<file path="config.mk">
export PLATFORM = sky130hd
export DESIGN_NAME = mudf_ram
export DESIGN_NICKNAME = d
export VERILOG_FILES = /design/src/hdl/mudf_ram.sv
export SDC_FILE = /design/constraint.sdc
export NUM_CORES = 1
export LEC_CHECK = 0
export BUFFER_PORTS_ARGS = -buffer_cell sky130_fd_sc_hd__buf_2
export CORE_MARGIN = 2
export CORE_UTILIZATION = 31
export CTS_BUF_LIST = sky130_fd_sc_hd__clkbuf_2
export CTS_CLUSTER_DIAMETER = 150
export DETAILED_ROUTE_END_ITERATION = 8
export PLACE_DENSITY = 0.53
export SLEW_MARGIN = 20
export SYNTH_ARGS = -nofsm -noshare
export SYNTH_HDL_FRONTEND = slang
export SYNTH_SLANG_ARGS = --single-unit
export TNS_END_PERCENT = 50
</file>
<file path="constraint.sdc">
create_clock -name clk -period 5.9 [get_ports clk]
set_input_delay 1.18 -clock clk [delete_from_list [all_inputs] [get_ports clk]]
set_output_delay 1.18 -clock clk [all_outputs]
set_load 0.01 [all_outputs]
</file>
<file path="src/hdl/mudf_ram.sv">
`default_nettype none

module mudf_ram #(
    parameter int DEPTH = 16,
    parameter int WIDTH = 8
) (
    input  wire logic                     clk,
    input  wire logic                     we,
    input  wire logic [$clog2(DEPTH)-1:0] waddr,
    input  wire logic [WIDTH-1:0]         wdata,
    input  wire logic                     re,
    input  wire logic [$clog2(DEPTH)-1:0] raddr,
    output logic      [WIDTH-1:0]         rdata
);

    logic [WIDTH-1:0] mem [DEPTH];

    // write port
    always_ff @(posedge clk)
    begin
        if (we)
            mem[waddr] <= wdata;
    end

    // registered read port, holds when not enabled
    always_ff @(posedge clk)
    begin
        if (re)
            rdata <= mem[raddr];
    end

endmodule

`default_nettype wire

</file>
==> flow_summary.ini, run 1 <==
[placed_design]
place_congestion = 0.678
dp_hpwl_mm = 6.65
port_buffers = 26
placed_cells = 469
place_ws_ns = 2.48

[setup_path]
rr_endpoint = rdata[1]$_DFFE_PP_
crit_path_top_delay_cell = edfxtp_1
reg2reg_setup_slack_ns = 4.32
critical-path-max-stage-delay_ns = 0.50
criticalPathCategory = register to primary output
worst_setup_path_start_kind = register
cp-startpoint = rdata[6]$_DFFE_PP_
r2r-start = mem[0][1]$_DFFE_PP_
critPathBufInv = 1
ff2ff_path_depth = 3
critPathTopFamily = flip-flops
worstPathCellList = buf_2
cp.required_ns = 4.72
crit_path_max_fanout = 1
critical_path.endpoint_type = primary output
cp.arrival_ns = 1.35

[yosys]
synth_top_flop_cell = edfxtp_1
syn_avg_cell_area_um2 = 22.8
synth_enable_flop_cells = 136
synth_top_area_cell = edfxtp_1
synth_xor_area_frac = 0
synth_top_family_by_area = multiplexers
yosys-top-cells-area = edfxtp_1, mux4_2, mux4_1, a22oi_1, nor2_1
synth_area_um2 = 5230
synth_seq_cells = 136
yosys-top-cells-count = edfxtp_1, mux4_2, a22oi_1, mux4_1, nor2_1
synth-adder-area-share = 0
syn_inst = 229
ys_types = 18
synthSimpleGateAreaFrac = 0.0314
synth_top_area_share = 0.781
synth_compound_area_frac = 0.0230
yosysSeqAreaShare = 0.781
muxShareOfSynthArea = 0.148
yosysMostFrequentCell = edfxtp_1
syn-num-nets = 248
yosysWarnings = 0
async_reset_ff_frac = 0

[power_and_ir_drop]
p_leak_uw = 0.00191
p_per_area_nw_per_um2 = 315
peakVddDrop_mv = 0.0984
total_power_uw = 1850

[die]
die_area_um2 = 17900
coreArea_um2 = 16500
pin_count = 27
die_y_um = 134
fp.dieW_um = 134
rows = 47
initial_utilization = 0.316

[timing]
fin_skew_ns = 0.0199
rsz0062_at_grt = false
finalCritPeriodShare = 0.428
relSlewSlack = 0.305
drv_slew = 0
post-route-min-period_ns = 2.53
fin_setup_tns_ns = 0
hold_viol = 0
worst_slew_pin_slew_ns = 1.04
worst_slack_ns = 3.37
finalSetupViolCount = 0
fmax_mhz = 396

[clocking]
path_clk_slew_ns = 0.19
post-cts-setup-buffer-count = 0
cts_buffer_depth = 2
cts-resized-gates = 0
cts_tree = done
clock_latency_ns = 0.65
hold_buffers = 0
cts_sinks = 136
cts-root-buf = clkbuf_2
cts-htree-levels = 4
numCtsBuffers = 17

[cells_and_area]
fin_nets = 287
area_growth_pct = 12.5
antenna_cells = 0
fin_cells = 500
drive_gt1_frac = 0.271

[global_route]
track_usage = 0.124
grt_pass1_wl_mm = 15.6
grt_overflow = 0
antenna_found_initial = 0
grt_max_degree = 33
grt_pass1_vias = 2460

[routing]
detail-route-antenna-nets = 0
wl_met1_mm = 4.63
drtPass1Iterations = 5
wirelength_mm = 10.4
top_layer = met4
wl_met3_um = 925
drc = 0
viasPerCell = 4.80
drt_iter0_drc = 323
wl_per_cell_um = 20.9
wl_met2_mm = 4.77
vias = 2399

[min_path]
hold_path.startpoint = mem[12][3]$_DFFE_PP_
holdPathEnd = rdata[3]$_DFFE_PP_
min_path_type = register to register
hold_depth = 3

[outcome]
status = finished, final reports clean

[flow_run]
timing.max_cap.violations = 0
routing by layer:
layer | global-route usage | up-vias
li1 | - | 1059
met1 | 0.173 | 1244
met2 | 0.187 | 87
met3 | 0.0401 | 9
met4 | 0.0372 | 0
met5 | 0 | -
worst reg2reg max path, delay by kind of cell, from the launching register on:
kind | cells | cell delay (ns)
muxes | 1 | 0.49
AOI/OAI and AO/OA | 1 | 0.35
DFF | 1 | 0.39
and+or+nand+nor | 1 | 0.10
power by group:
part           internal, µW  leakage (µW)  switching [µW]  total, µW
sequential             1090       0.00124            6.07       1090
combinational          38.1      0.000495            58.9       97.0
clock                   358      0.000178             304        662
total                  1480       0.00191             369       1850
final cells by class:
cell class	instances	area (µm²)
clock buffers	19	95.1
clock inverters	12	205
fillers	1519	10600
multi-input cells	83	1060
flip-flops and latches	136	4080
well taps	220	275
repair buffers	30	163
sequential cells by signal, summed over array words and instances (netlist names):
name / count
mem: 128
rdata: 8
kinds of logic after synthesis:
kind of cell | after synthesis
DFF | 136
and+or+nand+nor | 35
muxes | 32
AOI/OAI and AO/OA | 16
buffers and inverters | 10
worst max path at each step:
| stage | to | slack, ns | cells past startpoint |
|---|---|---|---|
| 2_1_floorplan | mem[0][0]$_DFFE_PP_ | 3.23 | 2 |
| 3_3_place_gp | rdata[1]$_DFFE_PP_ | 2.48 | 4 |
| 3_5_place_dp | rdata[1]$_DFFE_PP_ | 2.48 | 4 |
| 4_1_cts | rdata[1]$_DFFE_PP_ | 3.19 | 4 |
| 5_1_grt | rdata[6] | 3.28 | 1 |
| 6_report | rdata[6] | 3.37 | 1 |
cells in the final DEF, fill, tap and decap left out, types with 2 or more instances in the layout:
master	instances
clkbuf_2	19
clkinv_1	4
nor3_1	4
buf_4	5
edfxtp_1	136
nand3b_1	2
mux4_2	18
buf_2	25
nand2_1	9
clkinv_2	2
bufinv_16	6
nor2_1	13
mux4_1	14
nand2b_1	2
a22oi_1	16
per-stage QoR:
| step | util | hold slack [ns] | cell area [µm²] |
|---|---|---|---|
| finish | 0.356 | 0.771 | 5880 |
| global route | 0.356 | 0.807 | 5880 |
| CTS | 0.356 | 0.773 | 5880 |
| detailed placement | 0.337 | 0.742 | 5580 |
| global placement | 0.337 | 0.728 | 5580 |
| floorplan | - | 0.705 | 5230 |
Power figures use the tool's default switching activity.
==> run 2: changes to the inputs <==
==> constraint.sdc (replaced) <==
create_clock -name clk -period 2.4 [get_ports clk]
set_input_delay 0.48 -clock clk [delete_from_list [all_inputs] [get_ports clk]]
set_output_delay 0.48 -clock clk [all_outputs]
set_load 0.01 [all_outputs]
==> flow_summary.ini, run 2 (same netlist as run 1, synthesis figures left out) <==
[global_route]
grt_pass1_wl_mm = 15.5
track_usage = 0.122
grt_overflow = 0
antenna_found_initial = 0
grt_pass1_vias = 2524
grt_max_degree = 24

[routing]
viasPerCell = 4.73
drtPass1Iterations = 4
drc = 0
detail-route-antenna-nets = 0
wl_per_cell_um = 19.7
drt_iter0_drc = 203
wirelength_mm = 10.2
vias = 2450

[setup_path]
crit_path_top_delay_cell = edfxtp_1
criticalPathCategory = register to primary output
critPathTopFamily = flip-flops
crit_path_max_fanout = 1
cp.required_ns = 1.92
cp.arrival_ns = 1.29
worstPathCellList = buf_2
worst_setup_path_start_kind = register
critical_path.endpoint_type = primary output
critPathBufInv = 1
critical-path-max-stage-delay_ns = 0.47

[cells_and_area]
final_cell_mix = edfxtp_1, buf_2, buf_4
fin_cells = 518
fin_nets = 304
largest_register_ffs = 128
final_area_um2 = 6020
area_growth_pct = 15.2
final.fill_count = 1540
drive_gt1_frac = 0.315
reg_top3 = mem x128, rdata x8
antenna_cells = 0
top_register = mem
register_area_um2 = 4080
multiInputGateArea_um2 = 1060
final_common_cell = edfxtp_1

[die]
die_y_um = 134
rows = 47
fp.dieW_um = 134
initial_utilization = 0.316
coreArea_um2 = 16500
die_area_um2 = 17900
pin_count = 27

[clocking]
clock_latency_ns = 0.68
numCtsBuffers = 17
hold_buffers = 0
path_clk_slew_ns = 0.21
cts-root-buf = clkbuf_2
cts-htree-levels = 4
cts_tree = done
cts_buffer_depth = 2
cts_sinks = 136
cts-resized-gates = 0
post-cts-setup-buffer-count = 0

[power_and_ir_drop]
peakVddDrop_mv = 0.276
p_leak_uw = 0.00199
p_clk_frac = 0.349
seqPwrFrac = 0.596
p_int_uw = 3550
total_power_uw = 4510
swShare = 0.212
p_per_area_nw_per_um2 = 749
pwr-share-comb = 0.055
switchingPower_uw = 958

[timing]
finalSetupViolCount = 0
fmax_mhz = 563
relSlewSlack = 0.710
worst_slew_pin_slew_ns = 0.434
post-route-min-period_ns = 1.77
rsz0062_at_grt = false
hold_viol = 0
worst_slack_ns = 0.625
finalCritPeriodShare = 0.739
fin_setup_tns_ns = 0
drv_slew = 0
fin_skew_ns = 0.0411

[outcome]
status = finished, final reports clean

[placed_design]
dp_hpwl_mm = 6.60
port_buffers = 26
place_ws_ns = 0.325
placed_cells = 486
dpl_cell_area_um2 = 5730
place_congestion = 0.710

[flow_run]
timing.max_cap.violations = 0

[min_path]
min_path_type = primary input to register
[run 2: cell types whose count changed in the layout (fill, tap and decap cells not counted), sizes merged]
cell      before  now
clkbuf        19   17
clkinvlp       0    2
buf           30   47
clkinv         6    8
bufinv         6    5
[run 2: per-stage QoR]
stage / hold WS, ns / util
2_1_floorplan: 0.579 / -
3_3_place_gp: 0.742 / 0.347
3_5_place_dp: 0.747 / 0.347
4_1_cts: 0.0826 / 0.364
5_1_grt: 0.0476 / 0.364
6_report: 0.150 / 0.364
[run 2: path summary, 6_finish.rpt]
check,start,endpoint,slack (ns),cells past startpoint
setup / recovery,rdata[1]$_DFFE_PP_,rdata[1],0.63,1
hold / removal,re,rdata[7]$_DFFE_PP_,0.15,1
setup reg to reg,mem[1][5]$_DFFE_PP_,rdata[5]$_DFFE_PP_,0.87,3
hold reg to reg,mem[14][4]$_DFFE_PP_,rdata[4]$_DFFE_PP_,0.75,3
[run 2: area by class of cell]
| cell class | instances | share of cell area |
|---|---|---|
| clock buffer | 17 | 0.0141 |
| clock inverter | 15 | 0.0345 |
| multi-input combinational | 83 | 0.176 |
| sequential | 136 | 0.678 |
| tap | 220 | 0.0457 |
| timing repair buffer | 47 | 0.0519 |
[run 2: power groups by stage]
stage	Combinational, µW	Sequential (µW)	Clock, µW
after global placement	253	2740	0
after CTS	257	2690	1610
after floorplan	135	2740	0
final	249	2690	1570
after global routing	272	2690	1710
after detailed placement	256	2740	0
[run 2: metal layers]
layer	track usage	vias up	wire (µm)
met1	0.171	1282	4840
li1	-	1094	-
met4	0.0372	0	83
met3	0.0404	8	457
met2	0.180	66	4820
met5	0	-	0
