$ cat src/hdl/mudf_pkg.sv
`default_nettype none

package mudf_pkg;

    // ring and length limits
    localparam int BUF_DEPTH  = 16384;
    localparam int ADDR_W     = $clog2(BUF_DEPTH);
    localparam int MAX_DIGITS = 10;
    localparam int DIG_W      = $clog2(MAX_DIGITS + 1);
    localparam int LEN_W      = 31;
    localparam int HDR_LEN    = 8;
    localparam int HPOS_W     = $clog2(HDR_LEN);

    localparam logic [LEN_W-1:0] LEN_SAT = {LEN_W{1'b1}};

    // command codes
    typedef enum logic [1:0] {
        CMD_RX    = 2'd0,
        CMD_POP   = 2'd1,
        CMD_ACK   = 2'd2,
        CMD_FLUSH = 2'd3
    } cmd_t;

    // parser phases
    typedef enum logic [2:0] {
        PH_SEARCH,
        PH_HEADER,
        PH_SKIP_ID,
        PH_READ_LEN,
        PH_READ_DATA
    } phase_t;

    // characters of interest
    localparam logic [7:0] CH_PLUS  = 8'h2B;
    localparam logic [7:0] CH_COMMA = 8'h2C;
    localparam logic [7:0] CH_CR    = 8'h0D;
    localparam logic [7:0] CH_LF    = 8'h0A;
    localparam logic [7:0] CH_0     = 8'h30;
    localparam logic [7:0] CH_9     = 8'h39;

    // header patterns, first character in the top byte
    // index 0 tcp data, 1 read data, 2 push notice
    localparam logic [2:0][HDR_LEN*8-1:0] HDR_TAB = {"MIPPUSH:", "MIPREAD:", "MIPRTCP:"};

    // payload write request from the parser
    typedef struct packed {
        logic       en;
        logic [7:0] data;
    } wr_req_t;

    // flags after the current word
    typedef struct packed {
        logic pending;
        logic push;
    } flags_t;

    // ring pointer advance with wrap
    function automatic logic [ADDR_W-1:0] ptr_inc(input logic [ADDR_W-1:0] p);
        logic [ADDR_W-1:0] r;
        if (p == ADDR_W'(BUF_DEPTH - 1))
            r = '0;
        else
            r = p + ADDR_W'(1);
        return r;
    endfunction

endpackage

`default_nettype wire

$ cat src/hdl/mudf_parser.sv
`default_nettype none

module mudf_parser (
    input  wire logic            clk,
    input  wire logic            rst_n,
    input  wire logic            take,
    input  wire logic [1:0]      cmd,
    input  wire logic [7:0]      rx_byte,
    output mudf_pkg::wr_req_t    wr,
    output mudf_pkg::flags_t     flags
);

    mudf_pkg::phase_t                phase_reg, phase_next;
    logic [mudf_pkg::HPOS_W-1:0]     hpos_reg, hpos_next;
    logic [2:0]                      match_reg, match_next;
    logic [mudf_pkg::LEN_W-1:0]      len_reg, len_next;
    logic [mudf_pkg::DIG_W-1:0]      dig_reg, dig_next;
    logic                            pend_reg, pend_next;
    logic                            push_reg, push_next;

    logic                            rx_take;
    logic                            hdr_last;
    logic [2:0]                      match_now;
    logic                            is_term;
    logic                            is_digit;
    logic [mudf_pkg::LEN_W+3:0]      len_x10;
    logic [mudf_pkg::LEN_W-1:0]      len_acc;
    logic [mudf_pkg::LEN_W-1:0]      len_dec;

    assign rx_take  = take && (cmd == mudf_pkg::CMD_RX);
    assign hdr_last = (hpos_reg == mudf_pkg::HPOS_W'(mudf_pkg::HDR_LEN - 1));
    assign is_term  = (rx_byte == mudf_pkg::CH_COMMA) || (rx_byte == mudf_pkg::CH_CR)
                   || (rx_byte == mudf_pkg::CH_LF);
    assign is_digit = rx_byte inside {[mudf_pkg::CH_0:mudf_pkg::CH_9]};

    // header compare against all three patterns at the current position
    always_comb
    begin
        for (int k = 0; k < 3; k++)
        begin
            match_now[k] = match_reg[k]
                && (mudf_pkg::HDR_TAB[k][(mudf_pkg::HDR_LEN - 1 - int'(hpos_reg))*8 +: 8]
                    == rx_byte);
        end
    end

    // decimal accumulate with saturation
    assign len_x10 = ({4'b0, len_reg} << 3) + ({4'b0, len_reg} << 1)
                   + (mudf_pkg::LEN_W+4)'(rx_byte[3:0]);
    assign len_acc = (len_x10 > (mudf_pkg::LEN_W+4)'(mudf_pkg::LEN_SAT))
                   ? mudf_pkg::LEN_SAT : len_x10[mudf_pkg::LEN_W-1:0];
    assign len_dec = (len_reg != '0) ? len_reg - mudf_pkg::LEN_W'(1) : len_reg;

    // next phase
    always_comb
    begin
        phase_next = phase_reg;
        if (take && (cmd == mudf_pkg::CMD_FLUSH))
            phase_next = mudf_pkg::PH_SEARCH;
        else if (rx_take)
        begin
            case (phase_reg)
                mudf_pkg::PH_SEARCH:
                    if (rx_byte == mudf_pkg::CH_PLUS)
                        phase_next = mudf_pkg::PH_HEADER;
                mudf_pkg::PH_HEADER:
                    if (hdr_last)
                    begin
                        if (match_now[0])
                            phase_next = mudf_pkg::PH_SKIP_ID;
                        else if (match_now[1])
                            phase_next = mudf_pkg::PH_READ_LEN;
                        else
                            phase_next = mudf_pkg::PH_SEARCH;
                    end
                mudf_pkg::PH_SKIP_ID:
                    if (rx_byte == mudf_pkg::CH_COMMA)
                        phase_next = mudf_pkg::PH_READ_LEN;
                mudf_pkg::PH_READ_LEN:
                    if (is_term)
                        phase_next = (len_reg != '0) ? mudf_pkg::PH_READ_DATA
                                                     : mudf_pkg::PH_SEARCH;
                mudf_pkg::PH_READ_DATA:
                    if (len_dec == '0)
                        phase_next = mudf_pkg::PH_SEARCH;
                default:
                    phase_next = mudf_pkg::PH_SEARCH;
            endcase
        end
    end

    // datapath updates per phase
    always_comb
    begin
        hpos_next  = hpos_reg;
        match_next = match_reg;
        len_next   = len_reg;
        dig_next   = dig_reg;
        pend_next  = pend_reg;
        push_next  = push_reg;
        wr.en      = 1'b0;
        wr.data    = rx_byte;
        if (take && (cmd == mudf_pkg::CMD_FLUSH))
        begin
            hpos_next  = '0;
            match_next = 3'b111;
            len_next   = '0;
            dig_next   = '0;
            pend_next  = 1'b0;
            push_next  = 1'b0;
        end
        else if (take && (cmd == mudf_pkg::CMD_ACK))
            push_next = 1'b0;
        else if (rx_take)
        begin
            case (phase_reg)
                mudf_pkg::PH_SEARCH:
                    if (rx_byte == mudf_pkg::CH_PLUS)
                    begin
                        hpos_next  = '0;
                        match_next = 3'b111;
                    end
                mudf_pkg::PH_HEADER:
                    if (hdr_last)
                    begin
                        hpos_next  = '0;
                        match_next = 3'b111;
                        if (!match_now[0] && match_now[1])
                        begin
                            len_next = '0;
                            dig_next = '0;
                        end
                        else if (!match_now[0] && !match_now[1] && match_now[2])
                            push_next = 1'b1;
                    end
                    else
                    begin
                        hpos_next  = hpos_reg + mudf_pkg::HPOS_W'(1);
                        match_next = match_now;
                    end
                mudf_pkg::PH_SKIP_ID:
                    if (rx_byte == mudf_pkg::CH_COMMA)
                    begin
                        len_next = '0;
                        dig_next = '0;
                    end
                mudf_pkg::PH_READ_LEN:
                    if (is_term)
                    begin
                        pend_next = (len_reg != '0);
                        dig_next  = '0;
                    end
                    else if (is_digit && (dig_reg < mudf_pkg::DIG_W'(mudf_pkg::MAX_DIGITS)))
                    begin
                        len_next = len_acc;
                        dig_next = dig_reg + mudf_pkg::DIG_W'(1);
                    end
                mudf_pkg::PH_READ_DATA:
                begin
                    wr.en    = (len_reg != '0);
                    len_next = len_dec;
                end
                default:
                    len_next = len_reg;
            endcase
        end
    end

    assign flags.pending = pend_next;
    assign flags.push    = push_next;

    // parser registers
    always_ff @(posedge clk or negedge rst_n)
    begin
        if (!rst_n)
        begin
            phase_reg <= mudf_pkg::PH_SEARCH;
            hpos_reg  <= '0;
            match_reg <= 3'b111;
            len_reg   <= '0;
            dig_reg   <= '0;
            pend_reg  <= 1'b0;
            push_reg  <= 1'b0;
        end
        else
        begin
            phase_reg <= phase_next;
            hpos_reg  <= hpos_next;
            match_reg <= match_next;
            len_reg   <= len_next;
            dig_reg   <= dig_next;
            pend_reg  <= pend_next;
            push_reg  <= push_next;
        end
    end

endmodule

`default_nettype wire

$ cat config.mk
export PLATFORM = sky130hd
export DESIGN_NAME = mudf_parser
export DESIGN_NICKNAME = d
export VERILOG_FILES = /design/src/hdl/mudf_pkg.sv /design/src/hdl/mudf_parser.sv
export SDC_FILE = /design/constraint.sdc
export NUM_CORES = 1
export LEC_CHECK = 0
export ABC_AREA = 0
export BUFFER_PORTS_ARGS = -buffer_cell sky130_fd_sc_hd__buf_2
export CORE_UTILIZATION = 25
export DETAILED_ROUTE_END_ITERATION = 7
export PLACE_DENSITY_LB_ADDON = 0.15
export SLEW_MARGIN = 20
export SYNTH_ARGS = -nofsm -noshare
export SYNTH_HDL_FRONTEND = slang
export SYNTH_SLANG_ARGS = --single-unit
$ cat constraint.sdc
create_clock -name clk -period 13.8 [get_ports clk]
set_input_delay 4.14 -clock clk [delete_from_list [all_inputs] [get_ports clk]]
set_output_delay 4.14 -clock clk [all_outputs]
set_load 0.02 [all_outputs]
==> results.md <==
* Status: finished clean
* Ys flop type: dfrtp_1
* Worst Path Arrival at 6.28 ns
* PortBufs at 23
* Post-Syn Area at 6320 um^2
* Hold Path Class: register to register
* Final Cycle Share at 75.5%
* H-tree depth at 2
* Slew Viols, Final at 0
* Core footprint at 24,500 um^2
* Worst reg2reg setup slack at 9.41 ns
* Die area at 25,900 um^2
* Sequential share of the synthesized area at 18.3%
* Vias in the first global route at 5,950
* Area after detailed placement at 6660 um^2
* Slew headroom at 28.3%
* Crit Path Class: primary input to primary output
* Post-cts resize count at 0
* IO Pins at 24
* Ant diodes at 0
* Synthesis warning total at 0
* Initial antenna violation count at 0
* Post-synthesis cell count at 836
* Nets@finish at 912
* Layout cells sized above 1 at 8.13%
* Reg clk slew, reported paths at 0.07 ns
* Area contributors post-synth: dfrtp_1, ha_1, a21oi_1
* Initial Util at 25.8%
* Final Hold Fails at 0
* Setup Fix Bufs, Post-CTS at 0
* Post-Syn Area per Cell at 7.56 um^2
* Vias post-DR at 6,346
* Post-Route WL at 21,400 um
* CTS tree: done
* CP max stage delay at 0.72 ns
* Startpoint Class: primary input
* Clk root buf: clkbuf_16
* Area leader, netlist: dfrtp_1
* F_max at 95.9 MHz
* Largest net degree at the start of global routing at 47
* Slowest CP cell: or4b_2
* Max VDD drop at 0.0548 mV
* GP Congestion at 0.844
* Via density at 5.53
* Cts bufs inserted at 5
* Synth top area share at 17.0%
* CTS Sinks at 46
* Hold_buf cts at 0
* Leak Pwr at 3.02 nW
* Max reg flops at 31
* Setup tns final at 0 ns
* Drt first pass iters at 5
* Layout area overhead at 8.02%
* Most frequent cells in the layout: a21oi_1, nor2_1, ha_1
* CP endpoint kind: primary output
* ANT nets after route at 0
* Clk_lat worst skew at 0.30 ns
* GR Overflow Total at 0
* MaxCap Viol Count at 0
* Critical Path RT at 9.66 ns
* Min Tclk post-route at 10.42 ns
* Critical path's most frequent cell: buf_2
* Pwr/cell area at 62.7 nW/um^2
* Synthesis-stage register bit count at 46
* FFs w/ async S/R, synth at 100%
* DP HPWL at 16,200 um
* Commonest non-fill, non-tap cell in the layout: a21oi_1
* Top delay family on crit path: simple AND/OR/NAND/NOR gates
* Final Core Density at 27.8%
* CP Max Fanout at 11
* Setup violators final at 0
* Worst-margin pin slew at 1.08 ns
* Syn_nets at 925
* Design Area, Final at 6830 um^2
* Buf/Inv on CP at 2
* Cells along the critical path: buf_2 -> xor2_1 -> nor2_1 -> nand4_1 -> or4b_2 -> nor4_1 -> a2bb2oi_1 -> buf_2
* RSZ-0062 raised after global routing: no
* Row count at 57
* Number of enable flip-flop cells after synthesis at 0
* Clk_skew at 0.0108 ns
* Die X at 161 um
* Global-route wire length before repair at 34,300 um
* Die height at 161 um
* DR iter-0 viols at 453
* Residual DRC at 0
* Gr usage total at 16.7%
* Synth cell types at 75
* Avg WL per Cell at 18.6 um
* CTS Buffer Depth at 2
## power breakdown
group          internal [mW]  total, mW  switching, mW
logic                 0.0467      0.122         0.0751
registers              0.148      0.161         0.0137
clock network         0.0858      0.145         0.0588
## cells by family after synthesis
| logic type | share of synthesized area, % |
|---|---|
| AOI/OAI and AO/OA | 30.0 |
| xor gates and xnor gates | 5.41 |
| adders and majority gates | 15.3 |
| buffers and inverters | 5.48 |
| DFF | 18.3 |
| muxes | 0.990 |
| and+or+nand+nor | 24.5 |
## worst reg2reg max path, delay by kind of cell (launching register included)
kind	cells	cell delay, ns
AO/OA/AOI/OAI	5	1.73
adder cells (fa/ha/maj)	2	0.65
buffers and inverters	1	0.39
AND/OR/NAND/NOR	3	1.11
flip-flops	1	0.44
## path summary, 6_finish.rpt
| path | from | endpoint | depth (start not counted) |
|---|---|---|---|
| worst min register to register | match_reg[0] | match_reg[0] | 2 |
| min in group asynchronous | rst_n | len_reg[10] | 2 |
| worst max register to register | hpos_reg[0] | len_reg[22] | 11 |
| max in group asynchronous | rst_n | len_reg[26] | 2 |
| worst min-delay path | match_reg[0] | match_reg[0] | 2 |
| worst max-delay path | rx_byte[2] | flags[0] | 8 |
## per-stage QoR
stage	hold WS (ns)	power [mW]	setup slack [ns]	cells
2_1_floorplan	0.467	0.250	3.70	836
3_3_place_gp	0.499	0.290	3.32	1140
3_5_place_dp	0.499	0.287	3.30	1140
4_1_cts	0.511	0.435	3.30	1148
5_1_grt	0.521	0.453	3.23	1148
6_report	0.510	0.428	3.38	1148
## layer usage
metal  wire [um]  vias up  part of all wire, %  GRT usage [%]
met5           0        -                    0              0
met4         314        0                  1.5           3.90
li1            -     3158                    -              -
met1       10600     3061                   50           23.7
met2        9900      108                   46           27.5
met3         552       19                  2.6           1.03
## synth_stat cells (4+ instances only)
cell / count
a2111oi_0: 7
or2_2: 6
buf_4: 10
a211oi_1: 13
a41oi_1: 14
o211a_1: 5
clkbuf_1: 33
o211ai_1: 12
or4_1: 4
a21o_1: 16
xnor2_1: 18
nand2_1: 70
ha_1: 74
o31ai_1: 5
o21bai_1: 4
a31oi_1: 28
o21ai_0: 37
or3_1: 10
nor2_1: 81
xor2_1: 21
nand2b_1: 8
nand4_1: 13
o2111ai_1: 5
buf_2: 7
nor4_1: 19
mux2i_1: 4
o21a_1: 7
inv_1: 23
nor3b_1: 5
nand3_1: 19
a21boi_0: 6
a21oi_1: 90
and2_1: 5
dfrtp_1: 43
nor3_1: 48
## final cells by class
class / count / area [um^2]
fill: 2704 / 17700
multi-input combinational: 714 / 4820
sequential: 46 / 1150
tap: 324 / 405
timing repair buffer: 33 / 190
clock buffer: 6 / 129
inverter: 23 / 86.3
clock inverter: 2 / 37.5
No activity file was read; power rests on OpenSTA's default activity.
